## config.mk

```make
export PLATFORM = sky130hd
export DESIGN_NAME = vwd_ram
export DESIGN_NICKNAME = d
export VERILOG_FILES = /design/src/design/vwd_ram.sv
export SDC_FILE = /design/constraint.sdc
export NUM_CORES = 1
export LEC_CHECK = 0
export ABC_AREA = 1
export ABC_CLOCK_PERIOD_IN_PS = 2550
export BUFFER_PORTS_ARGS = -buffer_cell sky130_fd_sc_hd__buf_2
export CAP_MARGIN = 15
export CORE_ASPECT_RATIO = 1.1
export CORE_MARGIN = 10
export CORE_UTILIZATION = 51
export DETAILED_ROUTE_END_ITERATION = 6
export PLACE_DENSITY = 0.65
export SKIP_CTS_REPAIR_TIMING = 1
export SYNTH_ARGS = -nofsm -noshare
export SYNTH_HDL_FRONTEND = slang
export SYNTH_SLANG_ARGS = --single-unit
```

## constraint.sdc

```tcl
create_clock -name clk -period 2.55 [get_ports clk]
set_input_delay 0.1275 -clock clk [delete_from_list [all_inputs] [get_ports clk]]
set_output_delay 0.1275 -clock clk [all_outputs]
set_load 0.02 [all_outputs]
```

## src/design/vwd_ram.sv

```systemverilog
module vwd_ram #(
	parameter int WIDTH = 8,
	parameter int DEPTH = 16
) (
	input  logic                     clk,
	input  logic                     we,
	input  logic [$clog2(DEPTH)-1:0] waddr,
	input  logic [WIDTH-1:0]         wdata,
	input  logic [$clog2(DEPTH)-1:0] raddr,
	output logic [WIDTH-1:0]         rdata
);

	logic [WIDTH-1:0] mem_q [DEPTH];
	logic [WIDTH-1:0] rdata_q;

	// write one entry, read one entry with registered data
	always_ff @(posedge clk) begin
		if (we) begin
			mem_q[waddr] <= wdata;
		end
		rdata_q <= mem_q[raddr];
	end

	assign rdata = rdata_q;

endmodule

```

==> metrics.md <==
| Metric | Value |
|---|---|
| Outcome | `completed` |
| Cell mode on critical path | `nand2_1` |
| Clock Pin Slew Worst Setup and Hold Paths | `0.06 ns` |
| CP bufs+invs | `0` |
| Antenna violations before repair | `0` |
| Slew headroom | `45.14%` |
| TNS Setup | `0 ns` |
| P_leak | `0.002844 uW` |
| I/O pin cnt | `26` |
| PwrDens | `819.7 nW/um^2` |
| GPL Wtd Cong | `0.8111` |
| Vias per Instance | `4.999` |
| Area Overhead vs Synth | `14.12%` |
| Antenna diodes | `0` |
| Grt met3 use | `4.713%` |
| CP top delay family | `simple AND/OR/NAND/NOR gates` |
| Ranking of synthesized cells by area | `edfxtp_1, nand2_1, nand3_1` |
| Area of the multi-input gates | `1214 sq um` |
| CP peak stage delay | `0.38 ns` |
| Critical path arrival | `1.37 ns` |
| Die Span X | `121.4 um` |
| Most frequent cells in the layout | `nand2_1, edfxtp_1, inv_1` |
| Top cell type's share of synthesized area | `66.65%` |
| VDD IR max | `480.2 uV` |
| Synthesized area per cell | `10.47 sq um` |
| Fmax | `941.5 MHz` |
| Worst path required time | `2.86 ns` |
| Crit Path Category | `flip-flop to flip-flop` |
| Share of layout cells above drive strength 1 | `11.02%` |
| Final #Nets | `595` |
| Gr usage total | `16.44%` |
| Critical path, cell by cell | `nand2_1 > nand2_1 > nand2_1 > nand3_1 > nand3_1 > nand2_1` |
| Crit start category | `flip-flop` |
| GRT met2 Usage | `24.96%` |
| Antenna Nets Post-Route | `0` |
| Largest net degree at the start of global routing | `36` |
| Clock Power Share | `47.7%` |
| Int Power | `4220 uW` |
| Global route total overflow | `0` |
| Synth Register Bits | `136` |
| Final setup fails | `0` |
| Hpwl dp | `7.796 mm` |
| Global routing's busiest layer | `met2` |
| CTS H-tree depth | `4` |
| Reg-to-Reg Start | `mem_q[3][4]` |
| Placed Instance Area | `5954 sq um` |
| Actual slew at the worst max-slew pin | `0.8199 ns` |
| Flop pwr share | `46.6%` |
| Hold wc startpoint | `raddr[3]` |
| Max clock buf depth | `2` |
| Die Height | `131.5 um` |
| Tcrit/Tclk final | `41.65%` |
| Syn_nets | `569` |
| Sw Pwr | `1175 uW` |
| Hold Vio Cnt, Final | `0` |
| Worst skew pair latency | `0.42 ns` |
| M1 GR Usage | `21.90%` |
| DR iter-0 viols | `326` |
| Core area | `11010 sq um` |
| Utilization after layout | `59.77%` |
| Crit path capture type | `flip-flop` |
| Cells after Synth | `551` |
| Synth cell types | `12` |
| Via Count | `3684` |
| FP Rows | `40` |
| Commonest non-fill, non-tap cell in the layout | `nand2_1` |
| Vias in the first global route | `3672` |
| Max Cap Violations | `0` |
| Pre-CTS setup slack | `1.064 ns` |
| Total power | `5395 uW` |
| Combinational Power Share | `5.7%` |
| Pre-antenna DRT Iters | `5` |
| Hold Path Class | `input port to flip-flop` |
| Largest area contributor in the netlist | `edfxtp_1` |
| Clock sink count | `136` |
| CTS buffer count | `17` |
| Synth Warn # | `0` |
| DR DRC count | `0` |
| Post-synthesis sequential area ratio | `69.43%` |
| Layout fillers | `924` |
| CP max-delay cell | `edfxtp_1` |
| RSZ-0062 raised after global routing | `no` |
| Crit Path Max Fanout | `1` |
| DR WL/cell | `17.02 um` |
| Post-route cell area | `6581 sq um` |
| Sw Share | `21.78%` |
| Crit path time final | `1.062 ns` |
| Root buf cell | `clkbuf_16` |
| Clk_skew | `0.008950 ns` |
| Setup ws final | `1.488 ns` |
| Die area | `15970 sq um` |
| Port Buffers | `25` |
| DRT Wirelength | `12.55 mm` |
| First-pass GRT wire length | `20.15 mm` |
| Starting Density | `52.38%` |
| Mapped cell area | `5767 sq um` |
| FF+latch area | `4004 sq um` |
| CTS tree | `done` |
| Pins Over Slew Limit | `0` |
| Critical path startpoint | `mem_q[3][4]` |
per-layer routing:
metal	wire length, um	vias to the layer above	share of wire [%]
li1	-	1825	-
met1	5624	1737	45
met2	5954	103	47
met3	758	19	6.0
met4	210	0	1.7
met5	0	-	0
flip-flops by register name (all words and copies together) (netlist names):
name / flops
rdata: 8
mem_q: 128
synthesized netlist by cell type:
master and number:
buf_1 1, buf_6 6, nand3_1 97, nand3b_1 2
inv_2 2, edfxtp_1 128, buf_4 4, dfxtp_1 8
nor2_1 17, buf_2 13, inv_1 100, nand2_1 173
kinds of logic after synthesis:
group                  count (synthesis)  synth area share, %
AND/OR/NAND/NOR                      289                21.05
flip-flops                           136                69.43
buffers and inverters                126                9.525
path summary, 6_finish.rpt:
kind              endpoint  slack (ns)  cells past startpoint
setup / recovery  rdata[4]        1.49                      6
hold / removal    rdata[2]        0.09                      3
setup reg to reg  rdata[4]        1.49                      6
hold reg to reg   rdata[2]        0.66                      6
power groups by stage:
stage / clock network [uW] / registers [uW] / logic (uW)
after global routing: 2710 / 2520 / 346
after CTS: 2600 / 2510 / 312
final: 2570 / 2510 / 310
after floorplan: 0 / 2580 / 176
after detailed placement: 0 / 2560 / 310
after global placement: 0 / 2560 / 305
layout make-up:
type / count / share of cell area (%)
Inverter: 102 / 5.817
Sequential cell: 136 / 60.84
Multi-Input combinational cell: 289 / 18.44
Tap cell: 147 / 2.795
Timing Repair Buffer: 31 / 2.586
Clock buffer: 17 / 6.464
Clock inverter: 15 / 3.061
worst reg2reg max path, cell delays in order (launching register included):
cell and delay, ns:
edfxtp_1 0.38, nand2_1 0.11, nand2_1 0.07, nand2_1 0.06, nand3_1 0.12, nand3_1 0.14
nand2_1 0.08
metrics by stage:
stage                     hold WS, ns  cells
after floorplan                0.2264    551
after global placement         0.5066    705
after global routing          0.08829    737
after detailed placement       0.5101    705
after CTS                     0.07157    737
final                         0.08979    737
Power figures use the tool's default switching activity.
